### config.mk
export PLATFORM = sky130hd
export DESIGN_NAME = cchm_ctrl
export DESIGN_NICKNAME = d
export VERILOG_FILES = /design/src/rtl/cchm_pkg.sv /design/src/rtl/cchm_ctrl.sv
export SDC_FILE = /design/constraint.sdc
export NUM_CORES = 1
export LEC_CHECK = 0
export BUFFER_PORTS_ARGS = -buffer_cell sky130_fd_sc_hd__buf_2
export CAP_MARGIN = 20
export CORE_MARGIN = 5
export CORE_UTILIZATION = 35
export DETAILED_ROUTE_END_ITERATION = 10
export GPL_TIMING_DRIVEN = 0
export PLACE_DENSITY = 0.62
export SLEW_MARGIN = 15
export SYNTH_ARGS = -nofsm -noshare
export SYNTH_HDL_FRONTEND = slang
export SYNTH_SLANG_ARGS = --single-unit
### constraint.sdc
create_clock -name i_clk -period 2.8 [get_ports i_clk]
set_input_delay 0.14 -clock i_clk [delete_from_list [all_inputs] [get_ports i_clk]]
set_output_delay 0.14 -clock i_clk [all_outputs]
set_load 0.05 [all_outputs]
### src/rtl/cchm_pkg.sv
// ----------------------------------------------------------------------------
// cchm_pkg
// Types, sizes and command codes shared by the coalesced hash map modules.
// ----------------------------------------------------------------------------
package cchm_pkg;

    localparam int SLOTS  = 64;
    localparam int IDX_W  = $clog2(SLOTS);
    localparam int CNT_W  = $clog2(SLOTS + 1);
    localparam int KEY_W  = 32;
    localparam int HASH_W = 32;
    localparam int VAL_W  = 32;

    typedef enum logic [1:0] {
        MODE_PUT    = 2'd0,
        MODE_LOOKUP = 2'd1,
        MODE_GET    = 2'd2,
        MODE_REMOVE = 2'd3
    } t_mode;

    typedef enum logic [1:0] {
        ST_OK        = 2'd0,
        ST_NOT_FOUND = 2'd1,
        ST_FULL      = 2'd2
    } t_status;

    // One table slot as held in the slot memory.
    typedef struct packed {
        logic [IDX_W-1:0]  next;
        logic              tail;
        logic [HASH_W-1:0] hash;
        logic [KEY_W-1:0]  key;
        logic [VAL_W-1:0]  value;
    } t_slot;

    typedef enum logic [4:0] {
        OP_NONE,
        OP_LOAD,
        OP_READ,
        OP_CHECK,
        OP_SET_FROM,
        OP_PRED_STEP,
        OP_FP_INC,
        OP_WR_VALUE,
        OP_WR_NEW_HOME,
        OP_WR_HOME_LINK,
        OP_WR_NEW_FREE,
        OP_WR_PRED_LINK,
        OP_WR_MOVE,
        OP_WR_PREV_LINK,
        OP_CLR_AT,
        OP_RD_NEXT,
        OP_RM_MOVE,
        OP_OUT_LOAD
    } t_dp_op;

    typedef enum logic [2:0] {
        RES_KEEP,
        RES_ZERO_OK,
        RES_STORED,
        RES_INPUT,
        RES_NOT_FOUND,
        RES_FULL
    } t_res_sel;

    typedef struct packed {
        t_dp_op   op;
        t_res_sel res;
    } t_dp_cmd;

    typedef struct packed {
        t_mode mode;
        logic  used_home;
        logic  hit;
        logic  tail;
        logic  found;
        logic  full;
        logic  own_home;
        logic  pred_match;
        logic  fp_used;
        logic  prev_v;
        logic  out_busy;
    } t_dp_stat;

    typedef enum logic [4:0] {
        S_IDLE,
        S_HOME,
        S_RD,
        S_CHK,
        S_DECIDE,
        S_PRD,
        S_PCHK,
        S_FREE_OWN,
        S_OWN_LINK,
        S_OWN_NEW,
        S_FREE_FOR,
        S_FOR_LINK,
        S_FOR_MOVE,
        S_FOR_NEW,
        S_RM,
        S_RM_MOVE,
        S_DONE
    } t_state;

endpackage

### src/rtl/cchm_ctrl.sv
// ----------------------------------------------------------------------------
// cchm_ctrl
// Request sequencer: walks chains, finds free slots and orders the writes.
// ----------------------------------------------------------------------------
module cchm_ctrl (
    input  logic               i_clk,
    input  logic               i_rst_n,
    input  logic               i_in_valid,
    output logic               o_in_stall,
    input  cchm_pkg::t_dp_stat i_stat,
    output cchm_pkg::t_dp_cmd  o_cmd
);
    import cchm_pkg::*;

    t_state r_state;
    t_state n_state;

    always_ff @(posedge i_clk) begin
        if (!i_rst_n) begin
            r_state <= S_IDLE;
        end else begin
            r_state <= n_state;
        end
    end

    assign o_in_stall = (r_state != S_IDLE);

    always_comb begin
        n_state = r_state;
        case (r_state)
            S_IDLE: begin
                if (i_in_valid) n_state = S_HOME;
            end
            S_HOME: begin
                n_state = i_stat.used_home ? S_CHK : S_DECIDE;
            end
            S_RD:   n_state = S_CHK;
            S_CHK: begin
                if (i_stat.hit || i_stat.tail) n_state = S_DECIDE;
                else n_state = S_RD;
            end
            S_DECIDE: begin
                if (i_stat.mode == MODE_REMOVE) begin
                    n_state = i_stat.found ? S_RM : S_DONE;
                end else if (i_stat.mode == MODE_LOOKUP || i_stat.found || i_stat.full
                             || !i_stat.used_home) begin
                    n_state = S_DONE;
                end else if (i_stat.own_home) begin
                    n_state = S_FREE_OWN;
                end else begin
                    n_state = S_PRD;
                end
            end
            S_PRD:  n_state = S_PCHK;
            S_PCHK: n_state = i_stat.pred_match ? S_FREE_FOR : S_PRD;
            S_FREE_OWN: begin
                if (!i_stat.fp_used) n_state = S_OWN_LINK;
            end
            S_OWN_LINK: n_state = S_OWN_NEW;
            S_OWN_NEW:  n_state = S_DONE;
            S_FREE_FOR: begin
                if (!i_stat.fp_used) n_state = S_FOR_LINK;
            end
            S_FOR_LINK: n_state = S_FOR_MOVE;
            S_FOR_MOVE: n_state = S_FOR_NEW;
            S_FOR_NEW:  n_state = S_DONE;
            S_RM: begin
                n_state = (i_stat.prev_v || i_stat.tail) ? S_DONE : S_RM_MOVE;
            end
            S_RM_MOVE: n_state = S_DONE;
            S_DONE: begin
                if (!i_stat.out_busy) n_state = S_IDLE;
            end
            default: n_state = S_IDLE;
        endcase
    end

    always_comb begin
        o_cmd.op  = OP_NONE;
        o_cmd.res = RES_KEEP;
        case (r_state)
            S_IDLE: begin
                if (i_in_valid) o_cmd.op = OP_LOAD;
            end
            S_HOME: begin
                if (i_stat.used_home) o_cmd.op = OP_READ;
            end
            S_RD:   o_cmd.op = OP_READ;
            S_CHK: begin
                o_cmd.op = OP_CHECK;
            end
            S_DECIDE: begin
                case (i_stat.mode)
                    MODE_LOOKUP: o_cmd.res = i_stat.found ? RES_STORED : RES_NOT_FOUND;
                    MODE_REMOVE: o_cmd.res = i_stat.found ? RES_ZERO_OK : RES_NOT_FOUND;
                    MODE_PUT, MODE_GET: begin
                        if (i_stat.found) begin
                            if (i_stat.mode == MODE_PUT) begin
                                o_cmd.op  = OP_WR_VALUE;
                                o_cmd.res = RES_INPUT;
                            end else begin
                                o_cmd.res = RES_STORED;
                            end
                        end else if (i_stat.full) begin
                            o_cmd.res = RES_FULL;
                        end else begin
                            o_cmd.res = RES_INPUT;
                            if (!i_stat.used_home) o_cmd.op = OP_WR_NEW_HOME;
                            else if (!i_stat.own_home) o_cmd.op = OP_SET_FROM;
                        end
                    end
                    default: o_cmd.res = RES_KEEP;
                endcase
            end
            S_PRD:  o_cmd.op = OP_READ;
            S_PCHK: begin
                if (!i_stat.pred_match) o_cmd.op = OP_PRED_STEP;
            end
            S_FREE_OWN, S_FREE_FOR: begin
                if (i_stat.fp_used) o_cmd.op = OP_FP_INC;
            end
            S_OWN_LINK: o_cmd.op = OP_WR_HOME_LINK;
            S_OWN_NEW:  o_cmd.op = OP_WR_NEW_FREE;
            S_FOR_LINK: o_cmd.op = OP_WR_PRED_LINK;
            S_FOR_MOVE: o_cmd.op = OP_WR_MOVE;
            S_FOR_NEW:  o_cmd.op = OP_WR_NEW_HOME;
            S_RM: begin
                if (i_stat.prev_v) o_cmd.op = OP_WR_PREV_LINK;
                else if (i_stat.tail) o_cmd.op = OP_CLR_AT;
                else o_cmd.op = OP_RD_NEXT;
            end
            S_RM_MOVE: o_cmd.op = OP_RM_MOVE;
            S_DONE: begin
                if (!i_stat.out_busy) o_cmd.op = OP_OUT_LOAD;
            end
            default: o_cmd.op = OP_NONE;
        endcase
    end

endmodule

======== After elaboration in Yosys (flattened, before gate mapping) ========
Index checks and enable logic that the tools add are counted.
cells by class
  equality and inequality tests ........... 23
  reduce and logical (&&, ||, !) cells .... 14
  multiplexer cells ....................... 33
operators by type and width
  cell                                                                    number
  5-bit case mux with 15 select lines                                     2
  5-bit two-way mux                                                       12
  5-bit by 4-bit equality test with 1-bit output (second input constant)  8
  3-bit two-way mux                                                       10
  5-bit by 3-bit equality test with 1-bit output (second input constant)  4
  5-bit by 2-bit equality test with 1-bit output (second input constant)  2
  3-bit case mux with 3 select lines                                      1
  8-bit two-way mux                                                       1
  2-bit != test (second input constant)                                   4
  2-bit two-way mux                                                       3
  2-bit OR reduction                                                      3
  5-bit by 1-bit equality test with 1-bit output (second input constant)  1
  5-bit equality test (second input constant)                             1
  5-bit logical NOT                                                       1
  1-bit logical OR                                                        5
  5-bit nonzero test                                                      1
  2-bit equality test (second input constant)                             2
  4-bit two-way mux                                                       1
  4-bit AND reduction                                                     1
  1-bit two-way mux                                                       3
  3-bit OR reduction                                                      1
  2-bit by 1-bit equality test with 1-bit output (second input constant)  1
  2-bit logical NOT                                                       1
  1-bit logical NOT                                                       1
storage, ports and cells
  word-level logic and storage cells ...... 71
  output and inout bits ................... 9
  input bits .............................. 15
  bits in registers ....................... 5

======== Logic depth before layout (Yosys ltp) ========
  word-level depth ........................ 7
  depth in mapped cells ................... 6

======== Worst setup path after synthesis ========
Ideal clock, no wire load.
  path type ............................... register to output
  from .................................... register r_state[2]
  to ...................................... output port o_cmd[4] in the netlist's numbering
  buffers on the path ..................... 2
  slack ................................... -0.068 ns
  data arrival time ....................... 2.728 ns
  stages on the path, launching flop included .. 6
  cell sequence ........................... dfxtp_1 > buf_2 > buf_2 > nor3b_1 > a21oi_1 > o311ai_0
RTL lines
  element                   line             RTL
  start: declaration        cchm_ctrl.sv:15  t_state r_state;
  start signal: assignment  cchm_ctrl.sv:22  r_state <= n_state;
  end: declaration          cchm_ctrl.sv:11  output cchm_pkg::t_dp_cmd o_cmd

==> results_dict.tcl <==
set metrics [dict create \
    status "completed" \
    cts_max_path_buffers 2 \
    hold_buffers 0 \
    io_buffers 23 \
    setup_viol 0 \
    avgSynthCellArea_um2 6.69 \
    power.density_nw_per_um2 417 \
    synthCells 109 \
    clk_pin_slew_worst_paths_ns 0.04 \
    power.share.sequential 0.216 \
    drt_drc_violations_left 0 \
    netlist.area_leader.share 0.137 \
    clkSinkCount 5 \
    drt-vias-per-instance 5.81 \
    placementRows 16 \
    combPwrFrac 0.555 \
    synthTopCellsByArea "dfxtp_1, nor2_1, nor3_1, o21ai_0, nand2_1" \
    grt_pass1_wl_mm 3.68 \
    ys_types 46 \
    fin_cells 163 \
    dr.pass1.iters 4 \
    drive_gt1_frac 0.279 \
    slew_viol_final 0 \
    crit_path_end_kind "output port" \
    place_ws_ns 1.05 \
    required_ns 2.66 \
    seq_area_um2 100 \
    cts_root_buf "clkbuf_4" \
    overflow 0 \
    synthArstFlopShare 0 \
    cts_tree "yes" \
    place_hpwl_mm 1.86 \
    cts_buffers 3 \
    p_leak_nw 0.379 \
    criticalPathCategory "reg2out" \
    cp-start-kind "flip-flop" \
    fin_nets 152 \
    worst_slew_pin_slew_ns 0.498 \
    ios 24 \
    worstHoldStart "i_stat[2]" \
    syn_nets 124 \
    hold_class "in2reg" \
    dp_cells 159 \
    synth_flop_cell "dfxtp_1" \
    wl_per_cell_um 14.3 \
    regMostFlops "r_state" \
    vias 947 \
    antenna_found_initial 0 \
    multiInputGateArea_um2 566 \
    min_period_ns 2.05 \
    crit_arrival_ns 1.91 \
    finalClockSkew_ns 0.00373 \
    crit_fanout 10 \
    ant_nets 0 \
    slew_headroom 0.660 \
    timing.final.crit_share 0.731 \
    fp.dieW_um 55.7 \
    yosysTopAreaCell "dfxtp_1" \
    p_int_mw 0.199 \
    swShare 0.473 \
    grt_start_max_net_pins 11 \
    largest_reg_flops 5 \
    power.switching_mw 0.178 \
    gp_congestion 0.898 \
    ys_top_cells_by_count "nor2_1, nand2_1, nor3_1" \
    setup_ws_ns 0.754 \
    synth.most_common_cell "nor2_1" \
    grt_use_total 0.147 \
    fill_cells 209 \
    syn-cell-area_um2 729 \
    core_area_um2 1980 \
    grt_pass1_vias 891 \
    syn_to_final_growth_pct 24.0 \
    ys_seq_area_frac 0.137 \
    p_clk_frac 0.229 \
    finalHoldViolCount 0 \
    clk_latency_ns 0.25 \
    die_h_um 55.7 \
    postRouteWirelength_mm 2.32 \
    antenna_cells 0 \
    drt-initial-drc-count 53 \
    synth-seq-cells 5 \
    h-tree-depth 1 \
    cp-startpoint "r_state[0]$_SDFFE_PN0P_" \
    cap_violations 0 \
    ir_worst_vdd_mv 0.268 \
    die_area_um2 3100 \
    post-cts-setup-buffer-count 0 \
    cts_resized 0 \
    yosys_warnings 0 \
    tns_ns 0 \
    r2r_start "r_state[4]$_SDFFE_PN0P_" \
    max_freq_ghz 0.489 \
    synth-edff-count 0 \
    rsz0062_at_grt "false" \
    start_util 0.368 \
    largest_registers "r_state: 5 flops" \
]
[worst max-delay path: stages, from the launching register on]
cell and delay, ns:
dfxtp_1 0.30, buf_4 0.17, nand2b_2 0.20, mux2i_1 0.13
and4_1 0.33, a31oi_1 0.10, o311ai_1 0.11, buf_2 0.31
[area by class of cell]
type                       instances  share of cell area
multi-input combinational         91               0.625
inverter                           7              0.0290
sequential                         5               0.111
timing repair buffer              23               0.127
clock buffer                       4              0.0290
tap                               27              0.0373
buffer                             6              0.0415
[cells in the final DEF (no fill, tap or decap), types with 3 or more instances in the layout]
cell type,synthesis,routed
clkbuf_4,0,3
nand2b_1,3,3
nor2_1,16,16
inv_1,7,7
nand2_1,10,10
a31oi_1,3,3
buf_2,3,26
nor3_1,9,9
nand3_1,3,3
dfxtp_1,5,5
o21ai_0,8,8
a21oi_1,6,6
[final timing paths]
kind | slack (ns) | depth (start not counted) | endpoint
setup reg to reg | 1.07 | 4 | r_state[3]$_SDFFE_PN0P_
setup / recovery | 0.75 | 7 | o_cmd[4]
hold reg to reg | 0.80 | 4 | r_state[3]$_SDFFE_PN0P_
hold / removal | 0.16 | 3 | r_state[3]$_SDFFE_PN0P_
[cells by family after synthesis]
group / Yosys count / synth area share
xor gates and xnor gates: 1 / 0.0120
and+or+nand+nor: 54 / 0.403
muxes: 1 / 0.0137
buffers and inverters: 13 / 0.0875
AOI/OAI and AO/OA: 35 / 0.347
DFF: 5 / 0.137
[stage by stage]
step | hold WS [ns] | area [um2] | utilization | power [mW]
2_1_floorplan | 0.268 | 729 | - | 0.236
3_3_place_gp | 0.419 | 878 | 0.443 | 0.289
3_5_place_dp | 0.424 | 878 | 0.443 | 0.289
4_1_cts | 0.151 | 905 | 0.456 | 0.379
5_1_grt | 0.156 | 905 | 0.456 | 0.400
6_report | 0.161 | 905 | 0.456 | 0.377
[power groups by stage]
stage / Combinational (mW) / Sequential, mW / Clock (mW)
CTS: 0.207 / 0.0815 / 0.0911
global route: 0.222 / 0.0823 / 0.0952
global placement: 0.206 / 0.0827 / 0
detailed placement: 0.207 / 0.0828 / 0
finish: 0.209 / 0.0816 / 0.0863
floorplan: 0.154 / 0.0821 / 0
[layer usage]
layer | GRT usage | share of wire | up-vias
li1 | - | - | 461
met4 | 0.0833 | 0.015 | 0
met5 | 0 | 0 | -
met3 | 0.0557 | 0.12 | 7
met1 | 0.170 | 0.40 | 416
met2 | 0.230 | 0.47 | 63
(Power assumes the default switching activity.)
